**src/rtl/mdet_pkg.sv**
```systemverilog
package mdet_pkg;

  localparam int ElemW = 16;
  localparam int ResW  = 64;
  localparam int CfgW  = 3;

  typedef struct packed {
    logic [1:0]              row_index;
    logic [1:0]              col_index;
    logic signed [ElemW-1:0] element_value;
    logic                    last_element;
  } cmd_t;

  typedef struct packed {
    logic signed [ResW-1:0] determinant;
    logic                   overflow;
  } res_t;

  typedef enum logic [2:0] {
    ST_IDLE,
    ST_CHECK,
    ST_LOAD,
    ST_MUL,
    ST_ADD,
    ST_NEXT,
    ST_SHIFT,
    ST_SAT
  } state_e;

endpackage

```
**src/rtl/mdet_store.sv**
```systemverilog
module mdet_store #(
  parameter int MAX_N = 4
) (
  input  logic                                      clk_i,
  input  logic                                      we_i,
  input  logic [((MAX_N > 1) ? $clog2(MAX_N*MAX_N) : 1)-1:0] waddr_i,
  input  logic signed [mdet_pkg::ElemW-1:0]         wdata_i,
  input  logic [((MAX_N > 1) ? $clog2(MAX_N*MAX_N) : 1)-1:0] raddr_i,
  output logic signed [mdet_pkg::ElemW-1:0]         rdata_o
);

  localparam int Depth = MAX_N * MAX_N;

  logic signed [mdet_pkg::ElemW-1:0] mem_q [Depth];

  // element memory, one write and one registered read per cycle
  always_ff @(posedge clk_i) begin
    if (we_i) begin
      mem_q[waddr_i] <= wdata_i;
    end
    rdata_o <= mem_q[raddr_i];
  end

endmodule

```
**src/rtl/matrix_determinant_core.sv**
```systemverilog
// Channel   Direction  Handshake                 Payload
// command   in         start_i / busy_o          cmd_i (row, column, value, last)
// result    out        done_o (one-cycle strobe)  res_o (determinant, overflow)
// config    in         cfg_valid_i / cfg_ready_o cfg_data_i (matrix order)
//
// A non-last element is stored in the transfer cycle; busy_o stays low.
// A last element starts the Leibniz sum over all n^n column tuples, skipping
// non-permutations. One shared shift-add multiplier forms each term. Reset
// clears control only; the result strobe cannot be stalled by the receiver.
module matrix_determinant_core #(
  parameter int MAX_N = 4
) (
  input  logic                         clk_i,
  input  logic                         rst_ni,
  input  logic                         start_i,
  output logic                         busy_o,
  input  mdet_pkg::cmd_t               cmd_i,
  output logic                         done_o,
  output mdet_pkg::res_t               res_o,
  input  logic                         cfg_valid_i,
  output logic                         cfg_ready_o,
  input  logic [mdet_pkg::CfgW-1:0]    cfg_data_i
);

  localparam int NW    = $clog2(MAX_N + 1);
  localparam int DW    = (MAX_N > 1) ? $clog2(MAX_N) : 1;
  localparam int AddrW = (MAX_N > 1) ? $clog2(MAX_N * MAX_N) : 1;
  localparam int PW    = 16 * MAX_N;
  localparam int AW    = PW + 8;
  localparam int SW    = (AW + 8 > 65) ? AW + 8 : 65;
  localparam int RW    = mdet_pkg::ResW;

  mdet_pkg::state_e state_q, state_d;

  logic [mdet_pkg::CfgW-1:0] size_q;
  logic [NW-1:0]             n_q, n_d, n_cfg;
  logic [DW-1:0]             dig_q [MAX_N];
  logic [DW-1:0]             dig_d [MAX_N];
  logic [DW-1:0]             k_q, k_d;
  logic [3:0]                bit_q, bit_d;
  logic signed [PW-1:0]      prod_q, prod_d;
  logic signed [PW-1:0]      part_q, part_d;
  logic signed [PW-1:0]      mcand_q, mcand_d;
  logic signed [AW-1:0]      acc_q, acc_d;
  logic signed [SW-1:0]      sh_q, sh_d, acc_ext;
  logic                      done_q, done_d;
  mdet_pkg::res_t            res_q, res_d;

  logic                      accept, we;
  logic [AddrW-1:0]          waddr, raddr;
  logic signed [mdet_pkg::ElemW-1:0] rdata;
  logic                      perm_ok, odd, wrap, carry;
  logic [NW+2:0]             shamt;
  logic [SW-RW:0]            top_bits;

  assign accept      = start_i && !busy_o;
  assign busy_o      = (state_q != mdet_pkg::ST_IDLE);
  assign cfg_ready_o = !busy_o;
  assign done_o      = done_q;
  assign res_o       = res_q;

  // store write and read addresses
  assign we    = accept && (int'(cmd_i.row_index) < MAX_N) && (int'(cmd_i.col_index) < MAX_N);
  assign waddr = AddrW'(int'(cmd_i.row_index) * MAX_N + int'(cmd_i.col_index));
  assign raddr = AddrW'(int'(k_q) * MAX_N + int'(dig_q[k_q]));

  mdet_store #(.MAX_N(MAX_N)) u_store (
    .clk_i  (clk_i),
    .we_i   (we),
    .waddr_i(waddr),
    .wdata_i(cmd_i.element_value),
    .raddr_i(raddr),
    .rdata_o(rdata)
  );

  // clamp the configured order into 1..MAX_N
  always_comb begin
    if (size_q == '0) begin
      n_cfg = NW'(1);
    end else if (int'(size_q) > MAX_N) begin
      n_cfg = NW'(MAX_N);
    end else begin
      n_cfg = NW'(size_q);
    end
  end

  // tuple is a permutation; inversion parity gives the sign
  always_comb begin
    perm_ok = 1'b1;
    odd     = 1'b0;
    for (int i = 0; i < MAX_N; i++) begin
      for (int j = i + 1; j < MAX_N; j++) begin
        if (j < int'(n_q)) begin
          if (dig_q[i] == dig_q[j]) perm_ok = 1'b0;
          if (dig_q[i] > dig_q[j]) odd = ~odd;
        end
      end
    end
  end

  // mixed-radix tuple counter
  always_comb begin
    carry = 1'b1;
    for (int k = 0; k < MAX_N; k++) begin
      dig_d[k] = dig_q[k];
      if (k < int'(n_q) && carry) begin
        if (NW'(dig_q[k]) == n_q - NW'(1)) begin
          dig_d[k] = '0;
        end else begin
          dig_d[k] = dig_q[k] + DW'(1);
          carry    = 1'b0;
        end
      end
    end
    wrap = carry;
  end

  assign acc_ext  = SW'(acc_q);
  assign shamt    = {n_q - NW'(2), 3'b000};
  assign top_bits = sh_q[SW-1:RW-1];

  // next state
  always_comb begin
    state_d = state_q;
    case (state_q)
      mdet_pkg::ST_IDLE:  if (accept && cmd_i.last_element) state_d = mdet_pkg::ST_CHECK;
      mdet_pkg::ST_CHECK: state_d = perm_ok ? mdet_pkg::ST_LOAD : mdet_pkg::ST_NEXT;
      mdet_pkg::ST_LOAD:  state_d = mdet_pkg::ST_MUL;
      mdet_pkg::ST_MUL: begin
        if (bit_q == 4'd15) begin
          state_d = (NW'(k_q) == n_q - NW'(1)) ? mdet_pkg::ST_ADD : mdet_pkg::ST_LOAD;
        end
      end
      mdet_pkg::ST_ADD:   state_d = mdet_pkg::ST_NEXT;
      mdet_pkg::ST_NEXT:  state_d = wrap ? mdet_pkg::ST_SHIFT : mdet_pkg::ST_CHECK;
      mdet_pkg::ST_SHIFT: state_d = mdet_pkg::ST_SAT;
      mdet_pkg::ST_SAT:   state_d = mdet_pkg::ST_IDLE;
      default:            state_d = mdet_pkg::ST_IDLE;
    endcase
  end

  // datapath
  always_comb begin
    n_d     = n_q;
    k_d     = k_q;
    bit_d   = bit_q;
    prod_d  = prod_q;
    part_d  = part_q;
    mcand_d = mcand_q;
    acc_d   = acc_q;
    sh_d    = sh_q;
    done_d  = 1'b0;
    res_d   = res_q;
    case (state_q)
      mdet_pkg::ST_IDLE: begin
        n_d   = n_cfg;
        acc_d = '0;
      end
      mdet_pkg::ST_CHECK: begin
        prod_d = PW'(1);
        k_d    = '0;
      end
      mdet_pkg::ST_LOAD: begin
        mcand_d = prod_q;
        part_d  = '0;
        bit_d   = '0;
      end
      mdet_pkg::ST_MUL: begin
        // shift-add step; the sign bit of the element weighs negative
        if (rdata[bit_q]) begin
          part_d = (bit_q == 4'd15) ? part_q - mcand_q : part_q + mcand_q;
        end
        mcand_d = mcand_q <<< 1;
        bit_d   = bit_q + 4'd1;
        if (bit_q == 4'd15) begin
          prod_d = part_d;
          k_d    = k_q + DW'(1);
        end
      end
      mdet_pkg::ST_ADD: begin
        acc_d = odd ? acc_q - AW'(prod_q) : acc_q + AW'(prod_q);
      end
      mdet_pkg::ST_SHIFT: begin
        // 8n fraction bits down to 16
        if (n_q == NW'(1)) begin
          sh_d = acc_ext <<< 8;
        end else begin
          sh_d = acc_ext >>> shamt;
        end
      end
      mdet_pkg::ST_SAT: begin
        done_d = 1'b1;
        if ((&top_bits) || !(|top_bits)) begin
          res_d.determinant = sh_q[RW-1:0];
          res_d.overflow    = 1'b0;
        end else begin
          res_d.determinant = sh_q[SW-1] ? {1'b1, {(RW-1){1'b0}}} : {1'b0, {(RW-1){1'b1}}};
          res_d.overflow    = 1'b1;
        end
      end
      default: ;
    endcase
  end

  // control registers
  always_ff @(posedge clk_i or negedge rst_ni) begin
    if (!rst_ni) begin
      state_q <= mdet_pkg::ST_IDLE;
      size_q  <= mdet_pkg::CfgW'(4);
      done_q  <= 1'b0;
      for (int k = 0; k < MAX_N; k++) dig_q[k] <= '0;
    end else begin
      state_q <= state_d;
      done_q  <= done_d;
      if (cfg_valid_i && cfg_ready_o) size_q <= cfg_data_i;
      for (int k = 0; k < MAX_N; k++) begin
        if (state_q == mdet_pkg::ST_IDLE) begin
          dig_q[k] <= '0;
        end else if (state_q == mdet_pkg::ST_NEXT) begin
          dig_q[k] <= dig_d[k];
        end
      end
    end
  end

  // payload registers
  always_ff @(posedge clk_i) begin
    n_q     <= n_d;
    k_q     <= k_d;
    bit_q   <= bit_d;
    prod_q  <= prod_d;
    part_q  <= part_d;
    mcand_q <= mcand_d;
    acc_q   <= acc_d;
    sh_q    <= sh_d;
    res_q   <= res_d;
  end

endmodule

```
**config.mk**
```make
export PLATFORM = sky130hd
export DESIGN_NAME = matrix_determinant_core
export DESIGN_NICKNAME = d
export VERILOG_FILES = /design/src/rtl/mdet_pkg.sv /design/src/rtl/mdet_store.sv /design/src/rtl/matrix_determinant_core.sv
export SDC_FILE = /design/constraint.sdc
export NUM_CORES = 2
export LEC_CHECK = 0
export BUFFER_PORTS_ARGS = -buffer_cell sky130_fd_sc_hd__buf_2
export CAP_MARGIN = 20
export CORE_MARGIN = 2
export CORE_UTILIZATION = 29
export DETAILED_ROUTE_END_ITERATION = 10
export PLACE_DENSITY = 0.5
export SYNTH_ARGS = -nofsm -noshare
export SYNTH_HDL_FRONTEND = slang
export SYNTH_SLANG_ARGS = --single-unit
```
**constraint.sdc**
```tcl
create_clock -name clk_i -period 21.6 [get_ports clk_i]
set_input_delay 4.32 -clock clk_i [delete_from_list [all_inputs] [get_ports clk_i]]
set_output_delay 4.32 -clock clk_i [all_outputs]
set_load 0.05 [all_outputs]
```
==> results.rst <==
.. list-table::
   :header-rows: 1

   * - Metric
     - Value
   * - Sequential fraction of the synthesis area
     - 0.519
   * - Wire length of the first global-routing pass
     - 172000 µm
   * - Skew-Pair Late Insertion Delay
     - 0.70 ns
   * - Number of remaining DRC errors
     - 0
   * - Leading cell types by count after synthesis
     - sky130_fd_sc_hd__edfxtp_1 (674), sky130_fd_sc_hd__nand2_1 (478), sky130_fd_sc_hd__a21oi_1 (330)
   * - Effective utilization at floorplan
     - 0.293
   * - WP buf/inv
     - 3
   * - Number of failing hold endpoints at the final stage
     - 0
   * - Detailed Place HPWL
     - 77500 µm
   * - First DRT Iteration DRCs
     - 2008
   * - Synthesized cell area
     - 40400 µm²
   * - Most area-consuming cells after synthesis
     - sky130_fd_sc_hd__edfxtp_1 (50%), sky130_fd_sc_hd__mux4_2 (5.2%), sky130_fd_sc_hd__ha_1 (4.8%), sky130_fd_sc_hd__nand2_1 (4.4%), sky130_fd_sc_hd__a21oi_1 (4.1%)
   * - Worst Setup Path Type
     - reg -> reg
   * - Min cycle time layout
     - 7.97 ns
   * - Worst setup path startpoint
     - n_q[1]
   * - Max-capacitance violation count
     - 0
   * - Critical Path, Cell by Cell
     - buf_4, clkinv_1, ha_1, nand2b_2, buf_4, nand2_1, nor2_1, xnor2_1, xnor2_1, xor2_4, a21oi_1, xnor2_1, ha_1, or2_2, a31oi_1, a211oi_1, a221o_1, a21bo_2, a21boi_1, o21ai_0, o21ai_1, a21oi_1, nor3_1, nor3b_1
   * - Maximum root-to-sink buffer count
     - 3
   * - H-tree depth
     - 3
   * - Share of the synthesized area in the top cell type
     - 0.502
   * - Net count after synthesis
     - 3812
   * - Ratio of cells with drive above 1 in the final layout
     - 0.123
   * - Hold Crit Class
     - reg -> reg
   * - Yosys warning count
     - 0
   * - Worst path max stage delay
     - 0.83 ns
   * - Levels on crit path
     - 24
   * - Crit share post-route
     - 0.369
   * - Arrival time of data at the critical path endpoint
     - 8.38 ns
   * - Number of distinct standard cells referenced by the synthesized netlist
     - 92
   * - Worst setup skew after layout
     - 0.0468 ns
   * - Cell type with the highest occurrence count on the critical path
     - sky130_fd_sc_hd__xnor2_1
   * - Worst r2r path cells
     - 24
   * - Endpoint class of the critical path
     - flip-flop
   * - Cell with the most instances after synthesis
     - sky130_fd_sc_hd__edfxtp_1
   * - TritonCTS clock tree
     - yes
   * - Pin count of the biggest net entering global routing
     - 90
   * - Unrepaired setup endpoints after global routing
     - no
   * - Syn avg cell area
     - 11.1 µm²
   * - Y dimension of the die
     - 377 µm
   * - Critical-path top delay cell
     - sky130_fd_sc_hd__xor2_4
   * - Cell family contributing the most delay on the critical path
     - compound AO/OA/AOI/OAI gates
   * - Detailed Routing Iterations Pass 1
     - 7
   * - Final Net Count
     - 3827
   * - Share of synthesized flip-flops with an asynchronous set or reset
     - 0.0213
   * - Reg-to-reg critical path startpoint
     - n_q[1]
   * - Transition time at the pin with the least slew margin
     - 1.10 ns
   * - Final RePlAce weighted congestion
     - 0.868
   * - Number of instances resized during post-cts repair
     - 0
   * - Hold Buf Count CTS
     - 0
   * - DR WL/cell
     - 20.2 µm
   * - Setup violations, final
     - 0
   * - Most instantiated flip-flop cell in the synthesis netlist
     - sky130_fd_sc_hd__edfxtp_1
   * - Headroom to the max-slew limit
     - 0.264
   * - Maximum frequency from static timing analysis
     - 0.125 GHz
   * - Post-synthesis cell type with the largest combined area
     - sky130_fd_sc_hd__edfxtp_1
   * - All-Layer GR Usage
     - 0.155
   * - Clock Pin Slew Worst Setup and Hold Paths
     - 0.06 ns
   * - Final Max Slew Viols
     - 0
   * - Drt total wl
     - 111000 µm
   * - Number of enable-type register cells in the synthesized netlist
     - 674
   * - Antenna Nets Post-Route
     - 0
   * - Internal reg-to-reg setup slack
     - 13.63 ns
   * - Number of vias after detailed routing
     - 28200
   * - Number of antenna violations at the first check in global routing
     - 1
   * - Library cell used as clock root buffer
     - sky130_fd_sc_hd__clkbuf_16
   * - # IOs
     - 96
   * - Hold EP
     - res_o[55]
   * - Die W
     - 377 µm
   * - Routed via count divided by cell count
     - 5.13
   * - Register bit total from synthesis
     - 705
   * - Data required time of the critical path
     - 22.01 ns
   * - Die outline area
     - 142000 µm²
   * - Reg2reg end
     - acc_q[63]
   * - Sum Neg Setup Slack
     - 0 ns
   * - Worst Path Max Fanout
     - 65
   * - Number of CTS-inserted buffers
     - 81
   * - Kind of launch point of the worst setup path
     - flip-flop
   * - Cells after synthesis
     - 3627
   * - GR Overflow Total
     - 0
   * - Clock sink total
     - 705
   * - Via count of the first global-routing pass
     - 27900
   * - Count of filler cells inserted in the layout
     - 13800
   * - Buffers inserted during post-CTS setup optimization
     - 0
   * - Source of the worst hold timing path
     - sh_q[54]
   * - Area added between synthesis and finish
     - 13.5%
   * - Number of rows in the core area
     - 136
   * - Cell count of the worst hold path
     - 1
   * - Core Region
     - 138000 µm²
   * - Count of buffers inserted at the top-level ports
     - 95
   * - Run status
     - completed
## cells in the final DEF (no fill, tap or decap), types with 14 or more instances in the layout
master and instances:
sky130_fd_sc_hd__a211oi_1 22, sky130_fd_sc_hd__a21o_1 172, sky130_fd_sc_hd__a21oi_1 330, sky130_fd_sc_hd__a31oi_1 42, sky130_fd_sc_hd__and2_1 15, sky130_fd_sc_hd__and3_1 23, sky130_fd_sc_hd__buf_2 95, sky130_fd_sc_hd__buf_4 46
sky130_fd_sc_hd__clkbuf_16 83, sky130_fd_sc_hd__clkinv_2 16, sky130_fd_sc_hd__dfrtp_1 14, sky130_fd_sc_hd__dfxtp_1 16, sky130_fd_sc_hd__edfxtp_1 674, sky130_fd_sc_hd__ha_1 154, sky130_fd_sc_hd__inv_1 51, sky130_fd_sc_hd__mux2_2 14
sky130_fd_sc_hd__mux2i_1 104, sky130_fd_sc_hd__mux4_2 92, sky130_fd_sc_hd__nand2_1 476, sky130_fd_sc_hd__nand2b_1 40, sky130_fd_sc_hd__nand3_1 52, sky130_fd_sc_hd__nand4_1 54, sky130_fd_sc_hd__nor2_1 246, sky130_fd_sc_hd__nor2b_1 20
sky130_fd_sc_hd__nor3_1 53, sky130_fd_sc_hd__nor4_1 17, sky130_fd_sc_hd__o211ai_1 17, sky130_fd_sc_hd__o21a_1 17, sky130_fd_sc_hd__o21ai_0 167, sky130_fd_sc_hd__o21bai_1 37, sky130_fd_sc_hd__o31ai_1 28, sky130_fd_sc_hd__or3_1 17
sky130_fd_sc_hd__xnor2_1 126, sky130_fd_sc_hd__xor2_1 123
## sequential cells by signal, summed over array words and instances (netlist names), 4 cells and up
name,cells
prod_q,64
part_q,64
res_o,65
sh_q,80
u_store.rdata_o,16
u_store.mem_q,256
acc_q,72
mcand_q,64
bit_q,4
dig_q,8
## area by class of cell
class	count	area, µm²	area share
timing repair buffer	143	861	0.0188
sequential	705	20900	0.457
tap	1794	2240	0.0490
clock buffer	98	2180	0.0477
inverter	54	204	0.00445
antenna	1	2.50	0.0000546
clock inverter	54	778	0.0170
multi-input combinational	2657	18600	0.406
## per-stage QoR
step           cell area, µm²  std cells  hold slack, ns  utilization  setup slack, ns
2_1_floorplan           40400       3627           0.485            -            11.46
3_3_place_gp            42800       5353           0.501        0.311            13.71
3_5_place_dp            42800       5353           0.502        0.311            13.62
4_1_cts                 45800       5505           0.520        0.332            13.59
5_1_grt                 45800       5505           0.529        0.332            13.06
6_report                45800       5506           0.519        0.332            13.63
## logic make-up (layout without fill, tap and decap cells)
kind of cell	after synthesis	after routing	synth area share
buf+inv	265	349	0.0249
xor+xnor	253	253	0.0556
fa+ha+maj	157	157	0.0491
simple gates	1102	1102	0.126
other cells	0	1	0
compound gates	933	933	0.144
mux	212	212	0.0822
flops	705	705	0.519
## layer usage
layer / wire length [µm] / share of wire / GRT usage / vias up
li1: - / - / - / 13600
met1: 52800 / 0.47 / 0.219 / 13700
met2: 50200 / 0.45 / 0.245 / 721
met3: 4770 / 0.043 / 0.0211 / 192
met4: 3570 / 0.032 / 0.0527 / 0
met5: 0 / 0 / 0 / -
## worst register-to-register path, stage by stage, from the launching register on
cell and delay (ns):
sky130_fd_sc_hd__edfxtp_1 0.33, sky130_fd_sc_hd__buf_4 0.44, sky130_fd_sc_hd__clkinv_1 0.65, sky130_fd_sc_hd__ha_1 0.44, sky130_fd_sc_hd__nand2b_2 0.07, sky130_fd_sc_hd__buf_4 0.51
sky130_fd_sc_hd__nand2_1 0.16, sky130_fd_sc_hd__nor2_1 0.16, sky130_fd_sc_hd__xnor2_1 0.10, sky130_fd_sc_hd__xnor2_1 0.51, sky130_fd_sc_hd__xor2_4 0.83, sky130_fd_sc_hd__a21oi_1 0.13
sky130_fd_sc_hd__xnor2_1 0.18, sky130_fd_sc_hd__ha_1 0.32, sky130_fd_sc_hd__or2_2 0.31, sky130_fd_sc_hd__a31oi_1 0.22, sky130_fd_sc_hd__a211oi_1 0.12, sky130_fd_sc_hd__a221o_1 0.50
sky130_fd_sc_hd__a21bo_2 0.31, sky130_fd_sc_hd__a21boi_1 0.35, sky130_fd_sc_hd__o21ai_0 0.24, sky130_fd_sc_hd__o21ai_1 0.41, sky130_fd_sc_hd__a21oi_1 0.14, sky130_fd_sc_hd__nor3_1 0.20
sky130_fd_sc_hd__nor3b_1 0.07
## worst max-delay path by stage
stage,end
floorplan,cfg_ready_o
global placement,acc_q[62]
detailed placement,acc_q[69]
CTS,acc_q[62]
global route,acc_q[69]
finish,acc_q[63]
Power is not shown: default switching activity piles up to over one toggle a cycle in this logic, so the estimate is an artifact.
